[src/hw/rtl/ple_pkg.sv]
// Package: sizes, operation and status codes, controller command type.
`timescale 1ns / 1ps
`default_nettype none

package ple_pkg;

	localparam int CAPACITY   = 16;
	localparam int DATA_WIDTH = 32;
	localparam int IDX_W      = $clog2(CAPACITY);
	localparam int CNT_W      = 5;
	localparam int POS_W      = 5;
	localparam int OP_W       = 3;
	localparam int STAT_W     = 2;

	localparam logic [OP_W-1:0] OP_APPEND      = 3'd0;
	localparam logic [OP_W-1:0] OP_INSERT      = 3'd1;
	localparam logic [OP_W-1:0] OP_REMOVE_LAST = 3'd2;
	localparam logic [OP_W-1:0] OP_REMOVE_AT   = 3'd3;
	localparam logic [OP_W-1:0] OP_READ        = 3'd4;

	localparam logic [STAT_W-1:0] ST_OK    = 2'd0;
	localparam logic [STAT_W-1:0] ST_EMPTY = 2'd1;
	localparam logic [STAT_W-1:0] ST_FULL  = 2'd2;
	localparam logic [STAT_W-1:0] ST_RANGE = 2'd3;

	localparam logic [CNT_W-1:0] CAP_COUNT = CNT_W'(CAPACITY);

	typedef logic [DATA_WIDTH-1:0] word_t;

	typedef struct packed {
		logic load;   // capture the request beat
		logic exec;   // apply the captured request and register its result
	} cmd_t;

endpackage

`default_nettype wire

[src/hw/rtl/ple_req_if.sv]
// Request channel: valid/ready with operation, position and data word.
`timescale 1ns / 1ps
`default_nettype none

interface ple_req_if;
	import ple_pkg::*;

	logic                  valid;
	logic                  ready;
	logic [OP_W-1:0]       operation;
	logic [POS_W-1:0]      position;
	logic [DATA_WIDTH-1:0] data_in;

	modport source (output valid, output operation, output position, output data_in,
		input ready);
	modport sink (input valid, input operation, input position, input data_in,
		output ready);
endinterface

`default_nettype wire

[src/hw/rtl/ple_rsp_if.sv]
// Response channel: valid/ready with data word, status and count.
`timescale 1ns / 1ps
`default_nettype none

interface ple_rsp_if;
	import ple_pkg::*;

	logic                  valid;
	logic                  ready;
	logic [DATA_WIDTH-1:0] data_out;
	logic [STAT_W-1:0]     status;
	logic [CNT_W-1:0]      count;

	modport source (output valid, output data_out, output status, output count,
		input ready);
	modport sink (input valid, input data_out, input status, input count,
		output ready);
endinterface

`default_nettype wire

[src/hw/rtl/positional_list_engine.sv]
// Top level of the positional list engine: controller plus datapath.
//
//  channel  modport        payload                          beat
//  req      ple_req_if     operation, position, data_in     valid & ready
//  rsp      ple_rsp_if     data_out, status, count          valid & ready
//
// A request is first captured in the request register, then executed: all
// cells shift in parallel and the result register loads. The single request
// register takes no new request until the previous one has executed.
// A new request is taken while the previous response still waits; execute
// holds until the response register is free. Reset clears the count and the
// handshake; cell contents stay undefined until written.
`timescale 1ns / 1ps
`default_nettype none

module positional_list_engine (
	input  wire logic clk,
	input  wire logic arst_n,
	ple_req_if.sink   req,
	ple_rsp_if.source rsp
);
	import ple_pkg::*;

	cmd_t cmd;

	ple_ctrl u_ctrl (
		.clk       (clk),
		.arst_n    (arst_n),
		.req_valid (req.valid),
		.req_ready (req.ready),
		.rsp_valid (rsp.valid),
		.rsp_ready (rsp.ready),
		.cmd       (cmd)
	);

	ple_datapath u_dp (
		.clk       (clk),
		.arst_n    (arst_n),
		.cmd       (cmd),
		.operation (req.operation),
		.position  (req.position),
		.data_in   (req.data_in),
		.data_out  (rsp.data_out),
		.status    (rsp.status),
		.count     (rsp.count)
	);
endmodule

`default_nettype wire

[src/hw/rtl/ple_ctrl.sv]
// Controller: request capture, execute sequencing and response valid.
`timescale 1ns / 1ps
`default_nettype none

module ple_ctrl (
	input  wire logic        clk,
	input  wire logic        arst_n,
	input  wire logic        req_valid,
	output logic             req_ready,
	output logic             rsp_valid,
	input  wire logic        rsp_ready,
	output ple_pkg::cmd_t    cmd
);
	import ple_pkg::*;

	localparam logic ST_IDLE = 1'b0;
	localparam logic ST_EXEC = 1'b1;

	logic state_q;
	logic rsp_valid_q;
	logic exec_ok;

	assign req_ready = (state_q == ST_IDLE);
	// the result register may be overwritten once its beat is gone or leaves now
	assign exec_ok   = (state_q == ST_EXEC) && (!rsp_valid_q || rsp_ready);

	always_comb begin
		cmd.load = req_valid && req_ready;
		cmd.exec = exec_ok;
	end

	assign rsp_valid = rsp_valid_q;

	always_ff @(posedge clk or negedge arst_n) begin
		if (!arst_n) begin
			state_q     <= ST_IDLE;
			rsp_valid_q <= 1'b0;
		end else begin
			case (state_q)
				ST_IDLE: begin
					if (cmd.load) state_q <= ST_EXEC;
				end
				ST_EXEC: begin
					if (exec_ok) state_q <= ST_IDLE;
				end
				default: state_q <= ST_IDLE;
			endcase
			if (exec_ok) rsp_valid_q <= 1'b1;
			else if (rsp_ready) rsp_valid_q <= 1'b0;
		end
	end
endmodule

`default_nettype wire

[src/hw/rtl/ple_datapath.sv]
// Datapath: request register, shifting cell array, count and result register.
`timescale 1ns / 1ps
`default_nettype none

module ple_datapath (
	input  wire logic                           clk,
	input  wire logic                           arst_n,
	input  wire ple_pkg::cmd_t                  cmd,
	input  wire logic [ple_pkg::OP_W-1:0]       operation,
	input  wire logic [ple_pkg::POS_W-1:0]      position,
	input  wire logic [ple_pkg::DATA_WIDTH-1:0] data_in,
	output logic      [ple_pkg::DATA_WIDTH-1:0] data_out,
	output logic      [ple_pkg::STAT_W-1:0]     status,
	output logic      [ple_pkg::CNT_W-1:0]      count
);
	import ple_pkg::*;

	logic [OP_W-1:0]   op_q;
	logic [POS_W-1:0]  pos_q;
	word_t             data_q;

	word_t             cells_q [CAPACITY];
	logic [CNT_W-1:0]  cnt_q;

	word_t             data_out_q;
	logic [STAT_W-1:0] status_q;
	logic [CNT_W-1:0]  count_q;

	logic              full;
	logic              empty;
	logic [CNT_W-1:0]  last;
	logic [CNT_W-1:0]  ipos;
	logic [CNT_W-1:0]  rpos;
	logic              do_ins;
	logic              do_rem;
	logic [STAT_W-1:0] stat;
	word_t             word;
	logic [CNT_W-1:0]  cnt_next;

	always_ff @(posedge clk) begin
		if (cmd.load) begin
			op_q   <= operation;
			pos_q  <= position;
			data_q <= data_in;
		end
	end

	assign full  = (cnt_q == CAP_COUNT);
	assign empty = (cnt_q == '0);
	assign last  = cnt_q - CNT_W'(1);
	// positions past the end clamp to the append slot / last word
	assign ipos  = (op_q == OP_APPEND || pos_q > cnt_q) ? cnt_q : pos_q;
	assign rpos  = (op_q == OP_REMOVE_LAST || pos_q > last) ? last : pos_q;

	always_comb begin
		do_ins = 1'b0;
		do_rem = 1'b0;
		stat   = ST_OK;
		word   = '0;
		case (op_q)
			OP_APPEND, OP_INSERT: begin
				if (full) stat = ST_FULL;
				else do_ins = 1'b1;
			end
			OP_REMOVE_LAST, OP_REMOVE_AT: begin
				if (empty) begin
					stat = ST_EMPTY;
				end else begin
					do_rem = 1'b1;
					word   = cells_q[rpos[IDX_W-1:0]];
				end
			end
			OP_READ: begin
				if (empty) stat = ST_EMPTY;
				else if (pos_q >= cnt_q) stat = ST_RANGE;
				else word = cells_q[pos_q[IDX_W-1:0]];
			end
			default: stat = ST_RANGE;
		endcase
	end

	always_comb begin
		cnt_next = cnt_q;
		if (do_ins) cnt_next = cnt_q + CNT_W'(1);
		else if (do_rem) cnt_next = cnt_q - CNT_W'(1);
	end

	// all cells from the slot upward move in the same cycle: up on insert, down on remove
	for (genvar g = 0; g < CAPACITY; g++) begin : g_cell
		always_ff @(posedge clk) begin
			if (cmd.exec) begin
				if (do_ins) begin
					if (CNT_W'(g) == ipos) begin
						cells_q[g] <= data_q;
					end else if (CNT_W'(g) > ipos) begin
						if (g > 0) cells_q[g] <= cells_q[(g > 0) ? g - 1 : 0];
					end
				end else if (do_rem && CNT_W'(g) >= rpos) begin
					if (g < CAPACITY - 1)
						cells_q[g] <= cells_q[(g < CAPACITY - 1) ? g + 1 : g];
				end
			end
		end
	end

	always_ff @(posedge clk or negedge arst_n) begin
		if (!arst_n) begin
			cnt_q <= '0;
		end else if (cmd.exec) begin
			cnt_q <= cnt_next;
		end
	end

	always_ff @(posedge clk) begin
		if (cmd.exec) begin
			data_out_q <= word;
			status_q   <= stat;
			count_q    <= cnt_next;
		end
	end

	assign data_out = data_out_q;
	assign status   = status_q;
	assign count    = count_q;
endmodule

`default_nettype wire

[src/flat_wrapper.sv]
// flat-port wrapper written by rule: the top's interface ports become plain ports
module positional_list_engine_flat import ple_pkg::*;
  (clk, arst_n, req_valid, req_operation, req_position, req_data_in, req_ready, rsp_valid, rsp_data_out, rsp_status, rsp_count, rsp_ready);
  ple_req_if req_i ();
  ple_rsp_if rsp_i ();
  input  wire logic clk;
  input  wire logic arst_n;
  input wire logic [$bits(req_i.valid)-1:0] req_valid;
  input wire logic [$bits(req_i.operation)-1:0] req_operation;
  input wire logic [$bits(req_i.position)-1:0] req_position;
  input wire logic [$bits(req_i.data_in)-1:0] req_data_in;
  output wire logic [$bits(req_i.ready)-1:0] req_ready;
  output wire logic [$bits(rsp_i.valid)-1:0] rsp_valid;
  output wire logic [$bits(rsp_i.data_out)-1:0] rsp_data_out;
  output wire logic [$bits(rsp_i.status)-1:0] rsp_status;
  output wire logic [$bits(rsp_i.count)-1:0] rsp_count;
  input wire logic [$bits(rsp_i.ready)-1:0] rsp_ready;
  assign req_i.valid = req_valid;
  assign req_i.operation = req_operation;
  assign req_i.position = req_position;
  assign req_i.data_in = req_data_in;
  assign req_ready = req_i.ready;
  assign rsp_valid = rsp_i.valid;
  assign rsp_data_out = rsp_i.data_out;
  assign rsp_status = rsp_i.status;
  assign rsp_count = rsp_i.count;
  assign rsp_i.ready = rsp_ready;
  positional_list_engine u_core (.clk(clk), .arst_n(arst_n), .req(req_i), .rsp(rsp_i));
endmodule
[config.mk]
export PLATFORM = sky130hd
export DESIGN_NAME = positional_list_engine_flat
export DESIGN_NICKNAME = d
export VERILOG_FILES = /design/src/hw/rtl/ple_pkg.sv /design/src/hw/rtl/ple_req_if.sv /design/src/hw/rtl/ple_rsp_if.sv /design/src/hw/rtl/positional_list_engine.sv /design/src/hw/rtl/ple_ctrl.sv /design/src/hw/rtl/ple_datapath.sv /design/src/flat_wrapper.sv
export SDC_FILE = /design/constraint.sdc
export NUM_CORES = 2
export LEC_CHECK = 0
export BUFFER_PORTS_ARGS = -buffer_cell sky130_fd_sc_hd__buf_2
export CAP_MARGIN = 20
export CORE_UTILIZATION = 35
export DETAILED_ROUTE_END_ITERATION = 8
export PLACE_DENSITY_LB_ADDON = 0.2
export SYNTH_ARGS = -nofsm -noshare
export SYNTH_HDL_FRONTEND = slang
export SYNTH_SLANG_ARGS = --single-unit
[constraint.sdc]
create_clock -name clk -period 6.7 [get_ports clk]
set_clock_uncertainty 0.2 [all_clocks]
set_input_delay 1.675 -clock clk [delete_from_list [all_inputs] [get_ports clk]]
set_output_delay 1.675 -clock clk [all_outputs]
set_load 0.01 [all_outputs]
Yosys cells after proc, flatten, opt, wreduce, memory -nomap -nowiden
Memories as Yosys holds them, arrays and structs flattened. A register that Yosys moved wholly into a read port is not among the register bits.
Index checks and enable logic that the tools add are counted.
{"block": "classes", "n_addsub": 2, "magnitude_cmp": 33, "eq_ne": 20, "n_mux": 252, "bitwise": 31, "reduce_logical": 27}
{"cell": "two-way mux 32 bit", "n": 33}
{"cell": "two-way mux 1 bit", "n": 208}
{"cell": "one-hot mux 32 bit (2 select lines)", "n": 1}
{"cell": "equality test 4 x 5 -> 1 bit (first input constant)", "n": 8}
{"cell": "> comparator 4 x 5 -> 1 bit (first input constant)", "n": 8}
{"cell": "greater-or-equal comparator 4 x 5 -> 1 bit (first input constant)", "n": 7}
{"cell": "bitwise OR 1 bit", "n": 30}
{"cell": "equality test 3 x 5 -> 1 bit (first input constant)", "n": 4}
{"cell": "greater-or-equal comparator 3 x 5 -> 1 bit (first input constant)", "n": 4}
{"cell": "> comparator 3 x 5 -> 1 bit (first input constant)", "n": 4}
{"cell": "two-way mux 5 bit", "n": 4}
{"cell": "logical AND 1 bit", "n": 17}
{"cell": "equality test 2 x 5 -> 1 bit (first input constant)", "n": 2}
{"cell": "greater-or-equal comparator 1 x 5 -> 1 bit (first input constant)", "n": 2}
{"cell": "greater-or-equal comparator 2 x 5 -> 1 bit (first input constant)", "n": 2}
{"cell": "> comparator 2 x 5 -> 1 bit (first input constant)", "n": 2}
{"cell": "> comparator 5 bit", "n": 2}
{"cell": "zero test 5 bit", "n": 2}
{"cell": "equality test 3 x 2 -> 1 bit (second input constant)", "n": 2}
{"cell": "two-way mux 2 bit", "n": 3}
{"cell": "one-hot mux 2 bit (3 select lines)", "n": 1}
{"cell": "adder 5 x 1 -> 5 bit (second input constant)", "n": 1}
{"cell": "equality test 1 x 5 -> 1 bit (first input constant)", "n": 1}
{"cell": "equality test 5 bit (second input constant)", "n": 1}
{"cell": "13 further kinds", "n": 16}
{"block": "totals", "register_bits": 86, "ramBits": 512, "output_inout_bits": 41, "wordCells": 375, "memories": 1}
{"memory": "u_core.u_dp.cells_q", "words": 16, "word_bits": 32, "read_ports": 18, "rd_clocked_by_memory_dff": 1, "wr": 16, "line": "ple_datapath.sv:22", "rtl": "word_t cells_q [CAPACITY];"}

Longest topological paths before layout
{"block": "depth", "word_depth": 11, "ltp_mapped": 19, "depth_no_buf": 14}

Hierarchy
Synthesis repeated with hierarchy kept, for this count alone.
{"block": "hier_totals", "hier_cells": 3989, "hier_area_um2": 40346.2}
{"module": "ple_datapath", "n_inst": 1, "cells_each": 3980, "area_each_um2": 40244.8}
{"module": "ple_ctrl", "n_inst": 1, "cells_each": 9, "area_each_um2": 101.3}

Least setup slack after synthesis
OpenSTA, ideal clock, no wires.
{"block": "synth_path", "kind": "input -> register", "from": "input port rsp_ready", "to": "memory u_core.u_dp.cells_q[1][0] (netlist name), enable pin", "setup_time_ns": 0.466, "arrival_ns": 5.908, "t_required_ns": 6.034, "slack_ns": 0.126, "path_stages": 10, "n_path_buf": 4, "path_cell_list": "nand2b_1 -> nand2_1 -> clkinv_1 -> nand2_1 -> buf_2 -> a21o_1 -> clkbuf_1 -> clkbuf_1 -> clkbuf_1 -> o21ai_0"}
{"item": "start: declaration", "line": "flat_wrapper.sv:17", "rtl": "input wire logic [$bits(rsp_i.ready)-1:0] rsp_ready;"}
{"item": "end: declaration", "line": "ple_datapath.sv:22"}

Worst setup path after layout
{"block": "layout_path", "from": "register u_core.u_dp.cnt_q[0]", "to": "register u_core.u_dp.data_out_q[14], in the netlist u_core.u_dp.data_out[14] (data pin)"}
{"block": "layout_via", "elab_chain_len": 7, "word_cells_on_any_way": 11, "classes_between": "add/sub (1); order compare (2); mux (5); reduce/logical (2); memory (1)"}
{"item": "start: declaration", "line": "ple_datapath.sv:23", "rtl": "logic [CNT_W-1:0] cnt_q;"}
{"item": "start signal: assignment", "line": "ple_datapath.sv:110", "rtl": "cnt_q <= cnt_next;"}
{"item": "subtractor 5 x 1 -> 5 bit", "line": "ple_datapath.sv:50", "rtl": "assign last = cnt_q - CNT_W'(1);"}
{"item": "> comparator 5 bit", "line": "ple_datapath.sv:53", "rtl": "assign rpos = (op_q == OP_REMOVE_LAST || pos_q > last) ? last : pos_q;"}
{"item": "logical OR 1 bit", "line": "ple_datapath.sv:53"}
{"item": "two-way mux 5 bit", "line": "ple_datapath.sv:53"}
{"item": "memory (16 x 32 bit)"}
{"item": "two-way mux 32 bit", "line": "ple_datapath.sv:66", "rtl": "if (empty) begin"}
{"item": "one-hot mux 32 bit (2 select lines) *", "line": "ple_datapath.sv:60", "rtl": "case (op_q)"}
{"item": "named net u_core.u_dp.word[14]", "line": "ple_datapath.sv:37", "rtl": "word_t word;"}
{"item": "end signal: assignment", "line": "ple_datapath.sv:116", "rtl": "data_out_q <= word;"}
{"item": "end: declaration", "line": "ple_datapath.sv:25", "rtl": "word_t data_out_q;"}
The timed path passes the listed nets; every way through them passes the cells marked *.
A chain may end at the register's enable or synchronous reset.

==> results.md <==
- Status: completed
- Area growth syn-to-layout: 12.1%
- Post-CTS setup buffer count: 0
- Slowest cell on crit path: dfrtp_1
- CP max stage delay: 660 ps
- CTS H-tree lvls: 3
- # clock sinks: 602
- Initial antenna violation count: 8
- I/O Pins: 85
- CTS tree: built
- WL per Instance: roughly 33 um
- GP Congestion: approximately 0.87
- Placeable Area: 0.111 mm^2
- Critical setup path kind: flip-flop to flip-flop
- Crit path capture type: flip-flop
- Min-delay worst type: flip-flop to flip-flop
- Post-synth EDFFs: 591
- Crit path max fanout: 68
- Top_reg_cell synth: edfxtp_1
- Final min period: 5970 ps
- CP required: 6970 ps
- P_leak: between 10 and 15 nW
- Final instance area: between 0.04 and 0.05 mm^2
- Fraction of synthesized area in multiplexers: 16.4%
- Number of remaining DRC errors: 0
- Max-cap violations: 0
- Commonest non-fill, non-tap cell in the layout: edfxtp_1
- Share of layout cells above drive strength 1: 19.0%
- WP buf/inv: 3
- Clock latency on the worst-skew pair: between 600 and 700 ps
- Largest net degree at the start of global routing: 161
- TritonCTS Buffers: 77
- Pwr/cell area: 444 mW/mm^2
- Syn Area/Cell: 10.2 um^2
- Main combinational cell family by area after synthesis: compound AO/OA/AOI/OAI gates
- DR vias: 36100
- Starting DRC count in detailed routing: 5696
- Asr flop ratio synth: under 10%
- Adder-Cell Fraction of Synth Area: 0.349%
- IO Port Bufs: 84
- Detailed placement HPWL: 103000 um
- Synth Area in XOR/XNOR: 0.111%
- Pre-Repair DR Iteration Count: 6
- Final worst-path cycle share: 89.1%
- Fillcell total: between 10000 and 15000
- Register area: about 0.018 mm^2
- Cells along the critical path: clkinv_1 > ha_1 > xor2_1 > inv_1 > ha_1 > and3b_1 > o21ai_0 > o21ai_2 > nand3_4 > nand2_8 > buf_12 > mux2i_1 > a221o_1 > o211ai_1
- Area of the multi-input gates: 0.0201 mm^2
- Post-Route WL: 177000 um
- Most frequent cells in the layout: edfxtp_1, nand3_1, o21ai_0
- Pins over their slew limit: 0
- YS warnings: 0
- Row count: 122
- DIE WIDTH: 338 um
- Sequential fraction of the synthesis area: between 40% and 50%
- DR vias/cell: 6.82
- Die H: 338 um
- Post-synthesis cell count: 3882
- Crit path arrival time: 6240 ps
- Placed instance area: 0.0416 mm^2
- Worst setup SP type: flip-flop
- Synth cell types: 78
- Finished Core Util: between 30 and 40%
- Hold_buf cts: 0
- First-pass GRT wire length: about 250000 um
- Cell Area, Synth: between 0.03 and 0.04 mm^2
- Final setup violation count: 0
- Relative slew margins: 24.1%
- RSZ-0062 raised after global routing: no
- Total Nets Final: 3792
- Number of synthesized register bits: 602
- Endpoints failing hold: 0
- Worst slew pin tran: 1140 ps
- Most frequent cell on the critical path: ha_1
- Grt total ovfl: 0
- GRT Util Overall: 30.5%
- Max VDD drop: 0.601 mV
- Vias in the first global route: 33800
- Top delay family on crit path: simple AND/OR/NAND/NOR gates
- PostCTS Resize Cnt: 0
- Max Fclk: ~0.17 GHz
- Compound-cell area share of the yosys netlist: 18.2%
- Starting Density: a little over a third
- Final antenna-violating net count: 0
- Root Buffer: clkbuf_16
- Die area: 0.114 mm^2
- Reg clk slew, reported paths: approximately 60 ps
- Synthesized net count: 3937
- Setup TNS: 0 ps
- Buffer levels on the longest clock path: 3
- Post-synthesis simple-gate area fraction: ~14%
-- report_power, final --
part	internal, mW	total [mW]	switching [mW]
clock network	2.45	4.29	1.84
registers	4.98	5.71	0.726
logic	2.90	9.61	6.71
total	10.3	19.6	9.28
-- synthesized netlist by cell type (33+ instances only) --
| library cell | instances | area (um^2) |
|---|---|---|
| a211oi_1 | 34 | 255 |
| a21o_1 | 43 | 323 |
| a21oi_1 | 85 | 425 |
| a31oi_1 | 326 | 2040 |
| and3_1 | 33 | 206 |
| buf_1 | 33 | 124 |
| buf_2 | 106 | 531 |
| clkbuf_1 | 293 | 1100 |
| edfxtp_1 | 591 | 17700 |
| mux2_2 | 96 | 1080 |
| mux2i_1 | 126 | 1260 |
| mux4_2 | 160 | 3600 |
| nand2_1 | 251 | 942 |
| nand3_1 | 507 | 2540 |
| nand4_1 | 36 | 225 |
| nor2_1 | 303 | 1140 |
| nor3_1 | 74 | 370 |
| o211ai_1 | 100 | 751 |
| o21ai_0 | 413 | 2070 |
-- final timing paths --
kind                                               from                  endpoint  slack (ps)  cells after the start
worst max-delay path               u_core.u_dp.cnt_q[0]  u_core.u_dp.data_out[14]         730                     14
min in group asynchronous                        arst_n   u_core.u_ctrl.rsp_valid         630                      1
worst min register to register  u_core.u_ctrl.rsp_valid   u_core.u_ctrl.rsp_valid         330                      2
worst max register to register     u_core.u_dp.cnt_q[0]  u_core.u_dp.data_out[14]         730                     14
max in group asynchronous                        arst_n      u_core.u_dp.cnt_q[2]        5510                      1
worst min-delay path            u_core.u_ctrl.rsp_valid   u_core.u_ctrl.rsp_valid         330                      2
-- cell families after synthesis --
kind of cell	Yosys count
simple gates	1241
compound gates	1147
flops	602
buf+inv	455
mux	421
fa+ha+maj	11
xor+xnor	5
-- cell type report --
| cell class | count | area share (%) |
|---|---|---|
| tap | 1488 | 4.21 |
| inverter | 16 | 0.142 |
| antenna | 2 | 0.0113 |
| clock buffer | 95 | 4.63 |
| multi-input combinational | 2825 | 45.4 |
| clock inverter | 46 | 1.04 |
| sequential | 602 | 40.8 |
| timing repair buffer | 215 | 3.77 |
-- registers in the layout (all words and copies together), names as in the netlist, 2 cells and up, named ones only --
name / count
u_core.u_dp.cells_q: 512
u_core.u_dp.cnt_q: 5
u_core.u_dp.count: 5
u_core.u_dp.data_out: 32
u_core.u_dp.data_q: 32
u_core.u_dp.op_q: 3
u_core.u_dp.pos_q: 5
u_core.u_dp.status: 2
-- through the flow --
step                      std cells  hold WS, ps  power, mW  worst slack, ps
after floorplan                3882          317       11.1              126
after global placement         5145          314       15.0              939
after detailed placement       5145          324       15.0              850
after CTS                      5286          336       19.3              809
after global routing           5287          395       20.1              488
final                          5289          332       19.6              734
-- routing by layer --
layer	part of all wire, %	vias to the layer above	GRT usage (%)	wire length, um
met5	0.020	-	0	35
met1	39	17800	41.1	69300
met4	5.1	6	14.2	9010
met2	44	2772	46.3	78300
li1	-	14900	-	-
met3	12	563	7.21	20400
-- worst reg2reg max path, stage by stage (launching register included) --
cell and delay (ps):
dfrtp_1 660, clkinv_1 410, ha_1 400, xor2_1 380
inv_1 150, ha_1 340, and3b_1 150, o21ai_0 150
o21ai_2 420, nand3_4 490, nand2_8 640, buf_12 410
mux2i_1 290, a221o_1 380, o211ai_1 290
Note: power is estimated with default switching activity, not from simulation.
